==> src/rtl/esc_reverse_arming_drive_sequencer_unit_assert.svh <==
// Assertion macros used by the drive sequencer top level.
`ifndef ESC_REVERSE_ARMING_DRIVE_SEQUENCER_UNIT_ASSERT_SVH
`define ESC_REVERSE_ARMING_DRIVE_SEQUENCER_UNIT_ASSERT_SVH

// Check a property on every clock edge outside reset.
`define ERADS_ASSERT(lbl, prop, msg) \
  lbl: assert property (@(posedge clk_i) disable iff (!rst_ni) (prop)) else $error(msg);

// Check that the consequent holds in the cycle after the antecedent.
`define ERADS_ASSERT_NEXT(lbl, ante, cons, msg) \
  lbl: assert property (@(posedge clk_i) disable iff (!rst_ni) (ante) |=> (cons)) \
    else $error(msg);

`endif

==> src/rtl/esc_rads_pkg.sv <==
// Types and constants for the reverse-arming drive sequencer.
`default_nettype none

package esc_rads_pkg;

  localparam int unsigned TIMER_W = 12;
  localparam int unsigned US_W    = 11;
  localparam int unsigned MODE_W  = 3;

  // Input opcodes carried on s_axis_tuser
  localparam logic OP_PACKET = 1'b0;
  localparam logic OP_TICK   = 1'b1;

  // Drive modes
  localparam logic [MODE_W-1:0] MODE_NEUTRAL   = 3'd0;
  localparam logic [MODE_W-1:0] MODE_FORWARD   = 3'd1;
  localparam logic [MODE_W-1:0] MODE_ARM_BRAKE = 3'd2;
  localparam logic [MODE_W-1:0] MODE_ARM_PAUSE = 3'd3;
  localparam logic [MODE_W-1:0] MODE_REVERSE   = 3'd4;
  localparam logic [MODE_W-1:0] MODE_PRE_BRAKE = 3'd5;
  localparam logic [MODE_W-1:0] MODE_PRE_PAUSE = 3'd6;

  // Register indexes
  localparam logic [2:0] REG_REVERSE_THRESHOLD = 3'd0;
  localparam logic [2:0] REG_IDLE_LIMIT_MS     = 3'd1;
  localparam logic [2:0] REG_ARM_BRAKE_MS      = 3'd2;
  localparam logic [2:0] REG_ARM_PAUSE_MS      = 3'd3;
  localparam logic [2:0] REG_BRAKE_PULSE_US    = 3'd4;
  localparam logic [2:0] REG_REVERSE_PULSE_US  = 3'd5;
  localparam logic [2:0] REG_SERVO_MIN_US      = 3'd6;
  localparam logic [2:0] REG_SERVO_MAX_US      = 3'd7;

  // Pulse widths and timing
  localparam logic [US_W-1:0]    NEUTRAL_US      = 11'd1500;
  localparam logic [US_W-1:0]    ESC_MIN_US      = 11'd1000;
  localparam logic [US_W-1:0]    ESC_MAX_US      = 11'd2000;
  localparam logic [TIMER_W-1:0] TIMER_MAX       = 12'd4095;
  localparam logic [TIMER_W-1:0] PRE_BRAKE_TICKS = 12'd200;
  localparam logic [TIMER_W-1:0] PRE_PAUSE_TICKS = 12'd100;

  typedef struct packed {
    logic [7:0]         reverse_threshold;
    logic [TIMER_W-1:0] idle_limit_ms;
    logic [TIMER_W-1:0] arm_brake_ms;
    logic [TIMER_W-1:0] arm_pause_ms;
    logic [US_W-1:0]    brake_pulse_us;
    logic [US_W-1:0]    reverse_pulse_us;
    logic [US_W-1:0]    servo_min_us;
    logic [US_W-1:0]    servo_max_us;
  } cfg_t;

  typedef struct packed {
    logic [MODE_W-1:0]  mode;
    logic [TIMER_W-1:0] phase_timer;
    logic [TIMER_W-1:0] since_packet;
    logic               remote_active;
    logic [US_W-1:0]    servo_width;
    logic [US_W-1:0]    esc_width;
  } state_t;

endpackage

`default_nettype wire

==> src/rtl/esc_rads_cfg_regs.sv <==
// APB register bank holding the sequencer settings.
`default_nettype none

module esc_rads_cfg_regs
  import esc_rads_pkg::*;
(
  input  wire logic        clk_i,
  input  wire logic        rst_ni,
  input  wire logic        psel,
  input  wire logic        penable,
  input  wire logic        pwrite,
  input  wire logic [4:0]  paddr,
  input  wire logic [31:0] pwdata,
  output logic      [31:0] prdata,
  output logic             pready,
  output cfg_t             cfg_o
);

  cfg_t       cfg_q;
  logic       wr_en;
  logic [2:0] reg_idx;

  assign pready  = 1'b1;
  assign wr_en   = psel && penable && pwrite;
  assign reg_idx = paddr[4:2];
  assign cfg_o   = cfg_q;

  always_ff @(posedge clk_i or negedge rst_ni) begin
    if (!rst_ni) begin
      cfg_q.reverse_threshold <= 8'd64;
      cfg_q.idle_limit_ms     <= 12'd500;
      cfg_q.arm_brake_ms      <= 12'd700;
      cfg_q.arm_pause_ms      <= 12'd300;
      cfg_q.brake_pulse_us    <= 11'd1460;
      cfg_q.reverse_pulse_us  <= 11'd1450;
      cfg_q.servo_min_us      <= 11'd1250;
      cfg_q.servo_max_us      <= 11'd1750;
    end else if (wr_en) begin
      unique case (reg_idx)
        REG_REVERSE_THRESHOLD: cfg_q.reverse_threshold <= pwdata[7:0];
        REG_IDLE_LIMIT_MS:     cfg_q.idle_limit_ms     <= pwdata[TIMER_W-1:0];
        REG_ARM_BRAKE_MS:      cfg_q.arm_brake_ms      <= pwdata[TIMER_W-1:0];
        REG_ARM_PAUSE_MS:      cfg_q.arm_pause_ms      <= pwdata[TIMER_W-1:0];
        REG_BRAKE_PULSE_US:    cfg_q.brake_pulse_us    <= pwdata[US_W-1:0];
        REG_REVERSE_PULSE_US:  cfg_q.reverse_pulse_us  <= pwdata[US_W-1:0];
        REG_SERVO_MIN_US:      cfg_q.servo_min_us      <= pwdata[US_W-1:0];
        REG_SERVO_MAX_US:      cfg_q.servo_max_us      <= pwdata[US_W-1:0];
        default: ;
      endcase
    end
  end

  always_comb begin
    unique case (reg_idx)
      REG_REVERSE_THRESHOLD: prdata = 32'(cfg_q.reverse_threshold);
      REG_IDLE_LIMIT_MS:     prdata = 32'(cfg_q.idle_limit_ms);
      REG_ARM_BRAKE_MS:      prdata = 32'(cfg_q.arm_brake_ms);
      REG_ARM_PAUSE_MS:      prdata = 32'(cfg_q.arm_pause_ms);
      REG_BRAKE_PULSE_US:    prdata = 32'(cfg_q.brake_pulse_us);
      REG_REVERSE_PULSE_US:  prdata = 32'(cfg_q.reverse_pulse_us);
      REG_SERVO_MIN_US:      prdata = 32'(cfg_q.servo_min_us);
      REG_SERVO_MAX_US:      prdata = 32'(cfg_q.servo_max_us);
      default:               prdata = '0;
    endcase
  end

endmodule

`default_nettype wire

==> src/rtl/esc_rads_update.sv <==
// Next-state logic: applies one packet or tick to the drive state.
`default_nettype none

module esc_rads_update
  import esc_rads_pkg::*;
(
  input  wire cfg_t        cfg_i,
  input  wire state_t      state_i,
  input  wire logic        opcode_i,
  input  wire logic [7:0]  steer_i,
  input  wire logic [7:0]  throttle_i,
  output state_t           state_o
);

  // floor(s*738/255) == (s * 12138870) >> 22 for every 8-bit s
  localparam logic [23:0]     STEER_RECIP   = 24'd12138870;
  localparam int unsigned     STEER_SHIFT   = 22;
  localparam logic [US_W-1:0] SERVO_BASE_US = 11'd1142;
  localparam logic [7:0]      THR_FWD_MIN   = 8'd127;
  localparam logic [15:0]     FWD_GAIN      = 16'd500;
  localparam logic [US_W-1:0] FWD_DEADBAND  = 11'd1505;

  function automatic logic [US_W-1:0] clamp_esc(input logic [US_W-1:0] v);
    if (v < ESC_MIN_US) begin
      return ESC_MIN_US;
    end else if (v > ESC_MAX_US) begin
      return ESC_MAX_US;
    end
    return v;
  endfunction

  // Lower limit is tested first; a raised value is not checked again.
  function automatic logic [US_W-1:0] clamp_servo(input logic [US_W-1:0] v,
                                                  input logic [US_W-1:0] lo,
                                                  input logic [US_W-1:0] hi);
    if (v < lo) begin
      return lo;
    end else if (v > hi) begin
      return hi;
    end
    return v;
  endfunction

  logic [31:0]        steer_prod;
  logic [US_W-1:0]    steer_us;
  logic [7:0]         thr_off;
  logic [15:0]        fwd_prod;
  logic [US_W-1:0]    fwd_us;
  logic [TIMER_W-1:0] phase_inc;
  logic [TIMER_W-1:0] since_inc;

  assign steer_prod = 32'(steer_i) * 32'(STEER_RECIP);
  assign steer_us   = SERVO_BASE_US + 11'(steer_prod[STEER_SHIFT+9:STEER_SHIFT]);
  assign thr_off    = throttle_i - THR_FWD_MIN;
  assign fwd_prod   = 16'(thr_off) * FWD_GAIN;
  assign fwd_us     = NEUTRAL_US + 11'(fwd_prod[15:7]);
  assign phase_inc  = (state_i.phase_timer < TIMER_MAX) ? state_i.phase_timer + 1'b1
                                                        : state_i.phase_timer;
  assign since_inc  = (state_i.since_packet < TIMER_MAX) ? state_i.since_packet + 1'b1
                                                         : state_i.since_packet;

  always_comb begin
    state_o = state_i;
    if (opcode_i == OP_PACKET) begin
      // Control packet: steering applied (centred in the neutral throttle band), throttle only outside arming
      state_o.servo_width   = clamp_servo(steer_us, cfg_i.servo_min_us,
                                          cfg_i.servo_max_us);
      state_o.since_packet  = '0;
      state_o.remote_active = 1'b1;
      case (state_i.mode) inside
        MODE_ARM_BRAKE, MODE_ARM_PAUSE, MODE_PRE_BRAKE, MODE_PRE_PAUSE: ;
        default: begin
          if (throttle_i < cfg_i.reverse_threshold) begin
            if (state_i.mode != MODE_REVERSE) begin
              state_o.esc_width   = clamp_esc(cfg_i.brake_pulse_us);
              state_o.mode        = (state_i.mode == MODE_FORWARD) ? MODE_PRE_BRAKE
                                                                   : MODE_ARM_BRAKE;
              state_o.phase_timer = '0;
            end
          end else if (throttle_i >= THR_FWD_MIN) begin
            state_o.mode      = (fwd_us > FWD_DEADBAND) ? MODE_FORWARD : MODE_NEUTRAL;
            state_o.esc_width = clamp_esc(fwd_us);
          end else begin
            state_o.esc_width   = NEUTRAL_US;
            state_o.servo_width = clamp_servo(NEUTRAL_US, cfg_i.servo_min_us,
                                              cfg_i.servo_max_us);
            state_o.mode        = MODE_NEUTRAL;
          end
        end
      endcase
    end else begin
      // Tick: advance timers, then let phase exits chain in order, then apply the idle timeout
      state_o.phase_timer  = phase_inc;
      state_o.since_packet = since_inc;
      if (state_o.mode == MODE_PRE_BRAKE && state_o.phase_timer >= PRE_BRAKE_TICKS) begin
        state_o.esc_width   = NEUTRAL_US;
        state_o.mode        = MODE_PRE_PAUSE;
        state_o.phase_timer = '0;
      end
      if (state_o.mode == MODE_PRE_PAUSE && state_o.phase_timer >= PRE_PAUSE_TICKS) begin
        state_o.esc_width   = clamp_esc(cfg_i.brake_pulse_us);
        state_o.mode        = MODE_ARM_BRAKE;
        state_o.phase_timer = '0;
      end
      if (state_o.mode == MODE_ARM_BRAKE && state_o.phase_timer >= cfg_i.arm_brake_ms) begin
        state_o.esc_width   = NEUTRAL_US;
        state_o.mode        = MODE_ARM_PAUSE;
        state_o.phase_timer = '0;
      end
      if (state_o.mode == MODE_ARM_PAUSE && state_o.phase_timer >= cfg_i.arm_pause_ms) begin
        state_o.esc_width   = clamp_esc(cfg_i.reverse_pulse_us);
        state_o.mode        = MODE_REVERSE;
        state_o.phase_timer = '0;
      end
      if (state_o.remote_active &&
          (state_o.mode == MODE_FORWARD || state_o.mode == MODE_REVERSE) &&
          state_o.since_packet > cfg_i.idle_limit_ms) begin
        state_o.esc_width   = NEUTRAL_US;
        state_o.servo_width = clamp_servo(NEUTRAL_US, cfg_i.servo_min_us,
                                          cfg_i.servo_max_us);
        state_o.mode        = MODE_NEUTRAL;
      end
    end
  end

endmodule

`default_nettype wire

==> src/rtl/esc_reverse_arming_drive_sequencer_unit.sv <==
// An accepted item passes through the input register, then the state/result register, to the master side.
// Throughput: one item per cycle while the master side takes results; the combinational state update sets the rate.
// On back-pressure the state/result register holds, and the input register holds once it is full.
// Reset (rst_ni low, asynchronous): mode neutral, timers cleared, both widths 1500 us,
// settings back to their defaults, both channels empty.
`default_nettype none
`include "esc_reverse_arming_drive_sequencer_unit_assert.svh"

// Top level of the reverse-arming drive sequencer.
module esc_reverse_arming_drive_sequencer_unit
  import esc_rads_pkg::*;
(
  input  wire logic        clk_i,
  input  wire logic        rst_ni,
  // Item input
  input  wire logic        s_axis_tvalid,
  output logic             s_axis_tready,
  input  wire logic [15:0] s_axis_tdata,   // [7:0] steer, [15:8] throttle
  input  wire logic        s_axis_tuser,   // [0] opcode: 0 packet, 1 tick
  // Result output
  output logic             m_axis_tvalid,
  input  wire logic        m_axis_tready,
  output logic      [31:0] m_axis_tdata,   // [10:0] servo_pulse_us,
                                           // [21:11] esc_pulse_us,
                                           // [24:22] drive_mode, rest zero
  // Configuration
  input  wire logic        psel,
  input  wire logic        penable,
  input  wire logic        pwrite,
  input  wire logic [4:0]  paddr,
  input  wire logic [31:0] pwdata,
  output logic      [31:0] prdata,
  output logic             pready
);

  cfg_t   cfg;
  state_t state_q, state_d;

  // Input register
  logic       in_valid_q, in_valid_d;
  logic       in_opcode_q;
  logic [7:0] in_steer_q;
  logic [7:0] in_thr_q;

  // Result valid; the state register doubles as the result register
  logic out_valid_q, out_valid_d;

  logic s_accept;
  logic m_accept;
  logic advance;

  esc_rads_cfg_regs u_cfg (
    .clk_i   (clk_i),
    .rst_ni  (rst_ni),
    .psel    (psel),
    .penable (penable),
    .pwrite  (pwrite),
    .paddr   (paddr),
    .pwdata  (pwdata),
    .prdata  (prdata),
    .pready  (pready),
    .cfg_o   (cfg)
  );

  esc_rads_update u_update (
    .cfg_i      (cfg),
    .state_i    (state_q),
    .opcode_i   (in_opcode_q),
    .steer_i    (in_steer_q),
    .throttle_i (in_thr_q),
    .state_o    (state_d)
  );

  // Move the held item into the state when the result slot is free or being taken
  assign advance       = in_valid_q && (!out_valid_q || m_axis_tready);
  assign s_axis_tready = !in_valid_q || advance;
  assign s_accept      = s_axis_tvalid && s_axis_tready;
  assign m_accept      = m_axis_tvalid && m_axis_tready;

  always_comb begin
    in_valid_d = in_valid_q;
    if (s_accept) begin
      in_valid_d = 1'b1;
    end else if (advance) begin
      in_valid_d = 1'b0;
    end
  end

  always_comb begin
    out_valid_d = out_valid_q;
    if (advance) begin
      out_valid_d = 1'b1;
    end else if (m_accept) begin
      out_valid_d = 1'b0;
    end
  end

  always_ff @(posedge clk_i or negedge rst_ni) begin
    if (!rst_ni) begin
      in_valid_q  <= 1'b0;
      out_valid_q <= 1'b0;
    end else begin
      in_valid_q  <= in_valid_d;
      out_valid_q <= out_valid_d;
    end
  end

  // Payload of the input register: no reset needed
  always_ff @(posedge clk_i) begin
    if (s_accept) begin
      in_opcode_q <= s_axis_tuser;
      in_steer_q  <= s_axis_tdata[7:0];
      in_thr_q    <= s_axis_tdata[15:8];
    end
  end

  // Drive state: updated once per item, held while the result waits
  always_ff @(posedge clk_i or negedge rst_ni) begin
    if (!rst_ni) begin
      state_q.mode          <= MODE_NEUTRAL;
      state_q.phase_timer   <= '0;
      state_q.since_packet  <= '0;
      state_q.remote_active <= 1'b0;
      state_q.servo_width   <= NEUTRAL_US;
      state_q.esc_width     <= NEUTRAL_US;
    end else if (advance) begin
      state_q <= state_d;
    end
  end

  assign m_axis_tvalid = out_valid_q;
  assign m_axis_tdata  = {7'b0, state_q.mode, state_q.esc_width, state_q.servo_width};

  `ERADS_ASSERT(a_esc_range, state_q.esc_width >= ESC_MIN_US && state_q.esc_width <= ESC_MAX_US, "esc width out of range")
  `ERADS_ASSERT(a_mode_code, state_q.mode <= MODE_PRE_PAUSE, "drive mode code undefined")
  `ERADS_ASSERT_NEXT(a_advance_shows, advance, m_axis_tvalid, "result missing after update")
  `ERADS_ASSERT(a_stall_cause, !s_axis_tready || (in_valid_q == 1'b0) || advance, "input stalled without cause")
  `ERADS_ASSERT(a_stall_full, s_axis_tready || (in_valid_q && out_valid_q && !m_axis_tready), "input stalled while pipeline has room")

endmodule

`default_nettype wire
==> config.mk <==
export PLATFORM = sky130hd
export DESIGN_NAME = esc_reverse_arming_drive_sequencer_unit
export DESIGN_NICKNAME = d
export VERILOG_FILES = /design/src/rtl/esc_rads_pkg.sv /design/src/rtl/esc_rads_cfg_regs.sv /design/src/rtl/esc_rads_update.sv /design/src/rtl/esc_reverse_arming_drive_sequencer_unit.sv
export VERILOG_INCLUDE_DIRS = /design/src /design/src/rtl
export SDC_FILE = /design/constraint.sdc
export NUM_CORES = 1
export LEC_CHECK = 0
export BUFFER_PORTS_ARGS = -buffer_cell sky130_fd_sc_hd__buf_4
export CAP_MARGIN = 10
export CELL_PAD_IN_SITES_DETAIL_PLACEMENT = 1
export CELL_PAD_IN_SITES_GLOBAL_PLACEMENT = 2
export CORE_AREA = 4 4 214 216
export CTS_CLUSTER_SIZE = 40
export DETAILED_ROUTE_END_ITERATION = 8
export DIE_AREA = 0 0 218 220
export PLACE_DENSITY_LB_ADDON = 0.1
export SLEW_MARGIN = 25
export SYNTH_ARGS = -nofsm -noshare
export SYNTH_HDL_FRONTEND = slang
export SYNTH_SLANG_ARGS = --single-unit
export TNS_END_PERCENT = 20
==> constraint.sdc <==
create_clock -name clk_i -period 8 [get_ports clk_i]
set_clock_uncertainty 0.05 [all_clocks]
set_input_delay 1.6 -clock clk_i [delete_from_list [all_inputs] [get_ports clk_i]]
set_output_delay 1.6 -clock clk_i [all_outputs]
set_load 0.02 [all_outputs]
# After elaboration in Yosys (flattened, before gate mapping)
# Index checks and enable logic that the tools add are counted.
[totals]
register_bits = 157
in_bits = 61
out_inout_bits = 67
wordCells = 186
[classes]
add_sub_neg = 5
mul = 2
n_lt_le_gt_ge = 20
eq_ne = 22
n_mux = 82
bitwise_logic = 1
n_reduce_logical = 35
[op_table]
columns = ["op", "n"]
rows = [
  ["2-to-1 mux 11 bit", 26],
  ["case mux 32 bit (8 select lines)", 1],
  ["2-to-1 mux 15 bit", 10],
  ["2-to-1 mux 22 bit", 3],
  ["> comparator 11 bit (second input constant)", 4],
  ["2-to-1 mux 12 bit", 3],
  ["2-to-1 mux 1 bit", 34],
  ["less-than comparator 11 x 10 -> 1 bit (second input constant)", 3],
  ["multiplier 8 x 23 -> 31 bit (second input constant)", 1],
  ["2-to-1 mux 27 bit", 1],
  ["adder 12 x 1 -> 12 bit (second input constant)", 2],
  ["equality test 3 bit (second input constant)", 8],
  ["greater-or-equal comparator 12 bit", 2],
  ["less-than comparator 12 bit (second input constant)", 2],
  ["AND reduction 2 bit", 10],
  ["equality test 3 x 2 -> 1 bit (second input constant)", 6],
  ["multiplier 8 x 7 -> 14 bit (second input constant)", 1],
  ["greater-or-equal comparator 12 x 7 -> 1 bit (second input constant)", 1],
  ["greater-or-equal comparator 12 x 8 -> 1 bit (second input constant)", 1],
  ["> comparator 12 bit", 1],
  ["2-to-1 mux 3 bit", 4],
  ["adder 11 x 10 -> 11 bit (first input constant)", 1],
  ["adder 11 x 9 -> 11 bit (first input constant)", 1],
  ["> comparator 11 bit", 1],
  ["other kinds (20)", 40],
]

# Longest topological paths before layout
# Gate-level depths: netlist (run 1).
[logic_depth]
word_depth = 27
depth_mapped = 33
depth_no_buf = 31

# Hierarchy
# A second synthesis (run 1) with hierarchy kept.
[hier_totals]
cells_unflattened = 1763
area_unflattened_um2 = 16538.4
[by_module_without_submodules]
columns = ["mod", "n_inst", "cells_each", "area_each_um2", "seq_area_each_um2"]
rows = [
  ["esc_rads_update", 1, 1281, 9262.6, 0.0],
  ["esc_rads_cfg_regs", 1, 319, 4344.2, 2253.4],
  ["esc_reverse_arming_drive_sequencer_unit", 1, 163, 2931.6, 1829.3],
]

# Worst setup path after synthesis (run 1)
# OpenSTA, ideal clock, no wires.
[synth_timing]
path_kind = "reg2reg"
start = "register in_steer_q[5]"
end = "register state_q (netlist bit m_axis_tdata[0])"
setup_ps = 125
t_arrival_ps = 6965
t_required_ps = 7825
setup_slack_ps = 860
stages_incl_launch_ff = 31
path_buffers = 1
period_less_slack_ps = 7140
cell_sequence = "edfxtp_1 fa_1 inv_1 fa_1 inv_1 fa_1 fa_1 ha_1 nand2_1 nand3_1 o311ai_0 nand3_1 a21oi_1 xor2_1 ha_1 inv_1 a22oi_1 and3b_1 a2111oi_0 a211oi_1 xnor2_1 ha_1 nand2_1 a21oi_1 a221oi_1 a21oi_1 clkbuf_1 mux2i_1 mux2i_1 a21oi_1 mux2_2"
[synth_via]
elab_chain_len = 11
word_cells_on_any_way = 13
classes_between = "1 x add/sub; 1 x mul; 2 x order compare; 9 x mux"
[synth_rtl]
columns = ["element", "line", "source"]
rows = [
  ["start: declaration", "esc_reverse_arming_drive_sequencer_unit.sv:42", "logic [7:0] in_steer_q;"],
  ["start signal: assignment", "esc_reverse_arming_drive_sequencer_unit.sv:112", "in_steer_q <= s_axis_tdata[7:0];"],
  ["multiplier 8 x 23 -> 31 bit *", "esc_rads_update.sv:52", "assign steer_prod = 32'(steer_i) * 32'(STEER_RECIP);"],
  ["adder 11 x 10 -> 11 bit *", "esc_rads_update.sv:53", "assign steer_us = SERVO_BASE_US + 11'(steer_prod[STEER_SHIFT+9:STEER_SHIFT]);"],
  ["> comparator 11 bit", "esc_rads_update.sv:38", "end else if (v > hi) begin"],
  ["2-to-1 mux 1 bit", "esc_rads_update.sv:38", ""],
  ["2-to-1 mux 1 bit", "esc_rads_update.sv:36", "if (v < lo) begin"],
  ["2-to-1 mux 1 bit", "esc_rads_update.sv:64", "if (opcode_i == OP_PACKET) begin"],
  ["2-to-1 mux 11 bit *", "esc_rads_update.sv:41", "return v;"],
  ["2-to-1 mux 11 bit", "esc_rads_update.sv:80", "end else if (throttle_i >= THR_FWD_MIN) begin"],
  ["2-to-1 mux 11 bit", "esc_rads_update.sv:73", "if (throttle_i < cfg_i.reverse_threshold) begin"],
  ["2-to-1 mux 22 bit *", "esc_rads_update.sv:70", "case (state_i.mode) inside"],
  ["2-to-1 mux 22 bit *", "esc_rads_update.sv:64", ""],
  ["end signal: assignment", "esc_reverse_arming_drive_sequencer_unit.sv:127", "state_q <= state_d;"],
  ["end: declaration", "esc_reverse_arming_drive_sequencer_unit.sv:37", "state_t state_q, state_d;"],
]
# Every way passes the cells marked *; elsewhere a longest branch is shown, timed or not. The select of a mux whose other input is x is not followed.
# A chain may end at the register's enable or synchronous reset.

# Final worst setup path (run 1)
[layout_timing]
start = "register in_steer_q[6]"
end = "register state_q (netlist bit m_axis_tdata[7])"
# Same word-level chain as after synthesis.

==> results.cfg, run 1 <==
[layout]
drive_gt1_share_pct = 18.7
synthToLayoutAreaGrowth_pct = 11.7
n_antenna_cell = 0
num-nets-final = 2023

[worst_hold_path]
min_from = state_q[22]
min_path_cells = 1
min_path_type = reg2reg

[detailed_routing]
ant_nets = 0
dr.pass1.iters = 5
viasPerCell = 5.34
vias = 12400
drt_iter0_markers = 601
drc = 0
post_drt_wl_per_cell_microns = 21.5
routed_wl_mm = 49.9

[setup_path]
startpoint_type = flop
crit_path_max_fanout = 5
worstSetupPathType = reg2reg
path_common_cell = inv_1
rr_startpoint = in_steer_q[6]
endpoint = m_axis_tdata[7]
timing.critical_path.from = in_steer_q[6]
worstPathRequired_ns = 8.34
slowest_delay_ns = 0.57
rrSetupSlack_ns = 0.47
r2r_end = m_axis_tdata[7]
cp_slowest_cell = fa_1
reg2regPathDepth = 32
critPathArrivalTime_ns = 7.87
end_kind = flop

[floorplanning]
chipWidth_microns = 218
row_count = 77
io_pins = 128
start_util_pct = 34.7
fp.dieH_microns = 220
dieArea_sq_um = 48000
design.core.area_sq_um = 43900

[global_route]
grt_max_degree = 82
first_global_vias = 13200
grt_use_total_pct = 21.0
antenna_found_initial = 0
gr-total-overflow = 0
grt_first_pass_wirelength_mm = 77.7

[clocking]
clock_latency_ns = 0.47
clock_path_buffers = 2
cts_tree = yes
cts_root_buf = clkbuf_16
path_clk_slew_ns = 0.07
clock_sinks = 157
htreeDepth = 4
cts_inserted_buffers = 17

[sta]
slew_viol_final = 0
period_share_pct = 94.2
tightest_slew_ns = 0.869
timing.hold.ws_ns = 0.414
max_freq_mhz = 133
setup_viol = 0
finalHoldViolations = 0
post-route-min-period_ns = 7.53
setup_ws_ns = 0.467
slew_headroom_pct = 41.9

[placement]
port_buffers = 77
place_congestion = 0.833
place_worst_setup_slack_ns = 0.145
hpwl_mm = 40.2

[synth]
syn_area_sq_um = 15200
synth_common_cells = inv_1 (188), ha_1 (173), nand2_1 (146)
synth_cell_types = 101
synth_cells = 1662
syn_avg_cell_area_sq_um = 9.16
yosys_warnings = 0
synth_seq_cells = 157
synth_flop_cell = dfrtp_1
synth_edf_count = 17
synth.yosys.seq_area_share_pct = 26.8
yosysMostFrequentCell = inv_1
async_flop_share_pct = 89.2
synth_top_cells_by_area = ha_1 (14%), dfrtp_1 (14%), dfstp_2 (9.5%)
yosysTopAreaCell = ha_1
synth_top_area_share_pct = 14.2

[power_and_ir_drop]
power_switching_mw = 3.26
netSwitchingFraction_pct = 48.0
p_clk_share_pct = 13.1
pwr-share-seq_pct = 18.7
vdd_drop_max_uv = 227
intPower_mw = 3.53
p_per_area_nw_per_um2 = 399
combPwrFrac_pct = 68.2
power.leakage_nw = 7.88

[run]
maxCapViolations = 0

[outcome]
outcome = finished, final reports clean
[layer usage]
layer | routed length (microns) | GRT usage (%)
met1 | 23100 | 27.8
met3 | 1360 | 3.02
met5 | 0 | 0
met4 | 1150 | 6.30
met2 | 24300 | 35.9
[repair_timing]
action / CTS / global route
hold buffers: 0 / 0
setup endpoints to repair: 0 / 22
buffers inserted: 0 / 3
resized for setup: 0 / 13
[cells by family after synthesis]
group	share of synthesized area, %
xor+xnor	2.88
flops	26.8
simple gates	13.2
mux	6.11
buf+inv	9.17
compound gates	18.7
other cells	0.0493
fa+ha+maj	23.1
[critical path: cells and delay by family (launching register included)]
kind	cells	cell delay, ns
compound gates	11	1.90
xor+xnor	2	0.51
fa+ha+maj	7	2.76
buf+inv	9	1.06
flops	1	0.44
mux	1	0.35
simple gates	2	0.35
[per-stage QoR]
stage | TNS (ns) | instances | total power, mW | util (%) | area, sq um
4_1_cts | 0 | 2324 | 6.85 | 38.6 | 16900
6_report | 0 | 2327 | 6.80 | 38.7 | 17000
3_3_place_gp | 0 | 2292 | 5.82 | 37.1 | 16300
5_1_grt | -0.0369 | 2327 | 7.46 | 38.7 | 17000
3_5_place_dp | 0 | 2292 | 5.90 | 37.2 | 16300
2_1_floorplan | 0 | 1688 | 4.56 | - | 15300
[cell usage in the layout (no fill, tap or decap), drive strengths merged, types with 8 or more instances in the layout]
master / n
nor3: 20
mux2i: 21
dfstp: 55
a211oi: 18
conb: 28
ha: 173
nand4: 21
and2: 13
a31oi: 22
fa: 67
nor2: 100
edfxtp: 17
o31ai: 13
a21oi: 72
nand3: 39
buf: 127
xor2: 17
o21ai: 125
or2: 8
a22o: 8
nand2: 147
dfrtp: 85
and3: 15
o21a: 14
inv: 195
and4: 8
o211ai: 13
o22ai: 13
clkbuf: 19
xnor2: 27
mux2: 50
nand2b: 12
a221oi: 14
a21o: 27
[cell type report]
type | instances | area, sq um
tap | 592 | 741
sequential | 157 | 4080
clock buffer | 19 | 464
clock inverter | 13 | 148
multi-input combinational | 1230 | 9920
timing repair buffer | 127 | 957
inverter | 189 | 709
fill | 5159 | 26900
[how the worst min path moves through the flow]
stage / endpoint
floorplan: state_q[22]
detailed placement: state_q[22]
global route: state_q[22]
global placement: state_q[22]
CTS: state_q[22]
finish: state_q[22]
[flip-flops by register name (all words and copies together), names as in the netlist]
register,cells
in_opcode_q,1
in_thr_q,8
u_cfg.cfg_o,88
in_steer_q,8
state_q,25
m_axis_tvalid,1
m_axis_tdata,25
in_valid_q,1
[power by group through the flow]
stage	logic (mW)	registers, mW	clock network (mW)
floorplan	3.39	1.16	0
global placement	4.54	1.28	0
detailed placement	4.62	1.28	0
CTS	4.65	1.27	0.921
global route	5.22	1.30	0.947
finish	4.64	1.27	0.892
(Power assumes the default switching activity.)
==> run 2, diff against run 1 <==
--- a/config.mk
+++ b/config.mk
@@ -11,6 +11,7 @@
 export CELL_PAD_IN_SITES_DETAIL_PLACEMENT = 1
 export CELL_PAD_IN_SITES_GLOBAL_PLACEMENT = 2
 export CORE_AREA = 4 4 214 216
+export CTS_BUF_LIST = sky130_fd_sc_hd__clkbuf_2 sky130_fd_sc_hd__clkbuf_4 sky130_fd_sc_hd__clkbuf_8
 export CTS_CLUSTER_SIZE = 40
 export DETAILED_ROUTE_END_ITERATION = 8
 export DIE_AREA = 0 0 218 220
==> run 2 against run 1 <==
  * Sequential share of layout area grew 0.28 points
  * First-iteration DRC count shrank 3.2%
  * Setup slack gained 0.0032 ns
  * Power shrank 2.7%
  * Critical path type unchanged
  * Highest routed layer unchanged
==> results.cfg, run 2 (same netlist as run 1, synthesis figures left out) <==
[clocking]
clock_latency_ns = 0.55
clock_sinks = 157
cts_root_buf = clkbuf_8
cts_tree = yes
cts_hold_buf = 0
cts_inserted_buffers = 17
path_clk_slew_ns = 0.10
htreeDepth = 4
clock_path_buffers = 2

[sta]
max_freq_mhz = 133
tightest_slew_ns = 0.876
finalHoldViolations = 0
post-route-min-period_ns = 7.53
period_share_pct = 94.1
setup_ws_ns = 0.470
setup_viol = 0
slew_viol_final = 0
slew_headroom_pct = 41.5

[setup_path]
critPathArrivalTime_ns = 7.95
startpoint_type = flop
path_common_cell = inv_1
cp_slowest_cell = fa_1
worstPathRequired_ns = 8.42
end_kind = flop
crit_path_max_fanout = 7
rrSetupSlack_ns = 0.47
slowest_delay_ns = 0.57
worstSetupPathType = reg2reg

[floorplanning]
io_pins = 128
chipWidth_microns = 218
start_util_pct = 34.7
fp.dieH_microns = 220
dieArea_sq_um = 48000
design.core.area_sq_um = 43900
row_count = 77

[detailed_routing]
routed_wl_mm = 50.0
viasPerCell = 5.35
drt_iter0_markers = 582
drc = 0
post_drt_wl_per_cell_microns = 21.5
dr.pass1.iters = 5
vias = 12500
ant_nets = 0

[placement]
port_buffers = 77
place_worst_setup_slack_ns = 0.145
place_inst = 2292
place_congestion = 0.833
hpwl_mm = 40.2

[layout]
mostFrequentLayoutCells = inv_1 (188), ha_1 (171), nand2_1 (146), buf_4 (126), o21ai_0 (118)
largest_reg_flops = 88
mostFrequentLayoutCell = inv_1
fin_cells = 2327
seq_area_sq_um = 4080
drive_gt1_share_pct = 18.8
n_fill_cell = 5180
num-nets-final = 2023
n_antenna_cell = 0
synthToLayoutAreaGrowth_pct = 10.5
multi_input_area_sq_um = 9910

[power_and_ir_drop]
p_per_area_nw_per_um2 = 393
power.leakage_nw = 7.79
vdd_drop_max_uv = 226

[outcome]
outcome = finished, final reports clean

[global_route]
grt_use_total_pct = 21.1
grt_max_degree = 82
grt_first_pass_wirelength_mm = 77.8
antenna_found_initial = 0
gr-total-overflow = 0
first_global_vias = 13200

[run]
maxCapViolations = 0

[worst_hold_path]
min_path_type = reg2reg
==> run 2: routing by layer <==
metal	vias up	global-route usage [%]	share of wire, %
met5	-	0	0
met4	0	6.38	2.4
met3	53	3.36	2.9
met2	170	35.7	48
met1	6297	27.8	46
li1	5941	-	-
==> run 2: through the flow <==
step	hold WS (ns)	setup TNS (ns)	util, %	cell area, sq um	power [mW]
2_1_floorplan	0.377	0	-	15300	4.56
3_3_place_gp	0.391	0	37.1	16300	5.82
3_5_place_dp	0.402	0	37.2	16300	5.90
4_1_cts	0.427	0	38.1	16800	6.65
5_1_grt	0.452	-0.0184	38.3	16800	7.27
6_report	0.421	0	38.3	16800	6.61
==> run 2: area by class of cell <==
cell class | instances | area share [%]
Tap cell | 592 | 4.40
Clock inverter | 14 | 1.06
Clock buffer | 18 | 1.47
Sequential cell | 157 | 24.3
Timing Repair Buffer | 127 | 5.69
Inverter | 189 | 4.22
Multi-Input combinational cell | 1230 | 58.9
==> run 2: worst paths after layout <==
check                                    from               to  cells after the start
worst max-delay path            in_steer_q[6]  m_axis_tdata[1]                     31
worst min-delay path              state_q[22]      state_q[22]                      1
worst max register to register  in_steer_q[6]  m_axis_tdata[1]                     31
worst min register to register    state_q[22]      state_q[22]                      1
max in group asynchronous              rst_ni  u_cfg.cfg_o[78]                      2
min in group asynchronous              rst_ni      state_q[44]                      1
==> run 2: what timing repair did <==
item	CTS	global route
resized for setup	0	15
endpoints found under the setup margin	0	22
setup buffers	0	3
==> run 2: power breakdown <==
group	internal (mW)	switching, mW
clock network	0.323	0.376
logic	2.00	2.65
registers	1.04	0.226
==> run 2: worst max-delay path: cells and delay by family, from the launching register on <==
| kind | cells | cell delay [ns] |
|---|---|---|
| AO/OA/AOI/OAI | 12 | 2.51 |
| XOR/XNOR | 2 | 0.46 |
| adder cells (fa/ha/maj) | 7 | 2.73 |
| buffers and inverters | 8 | 0.90 |
| flip-flops | 1 | 0.45 |
| AND/OR/NAND/NOR | 2 | 0.36 |
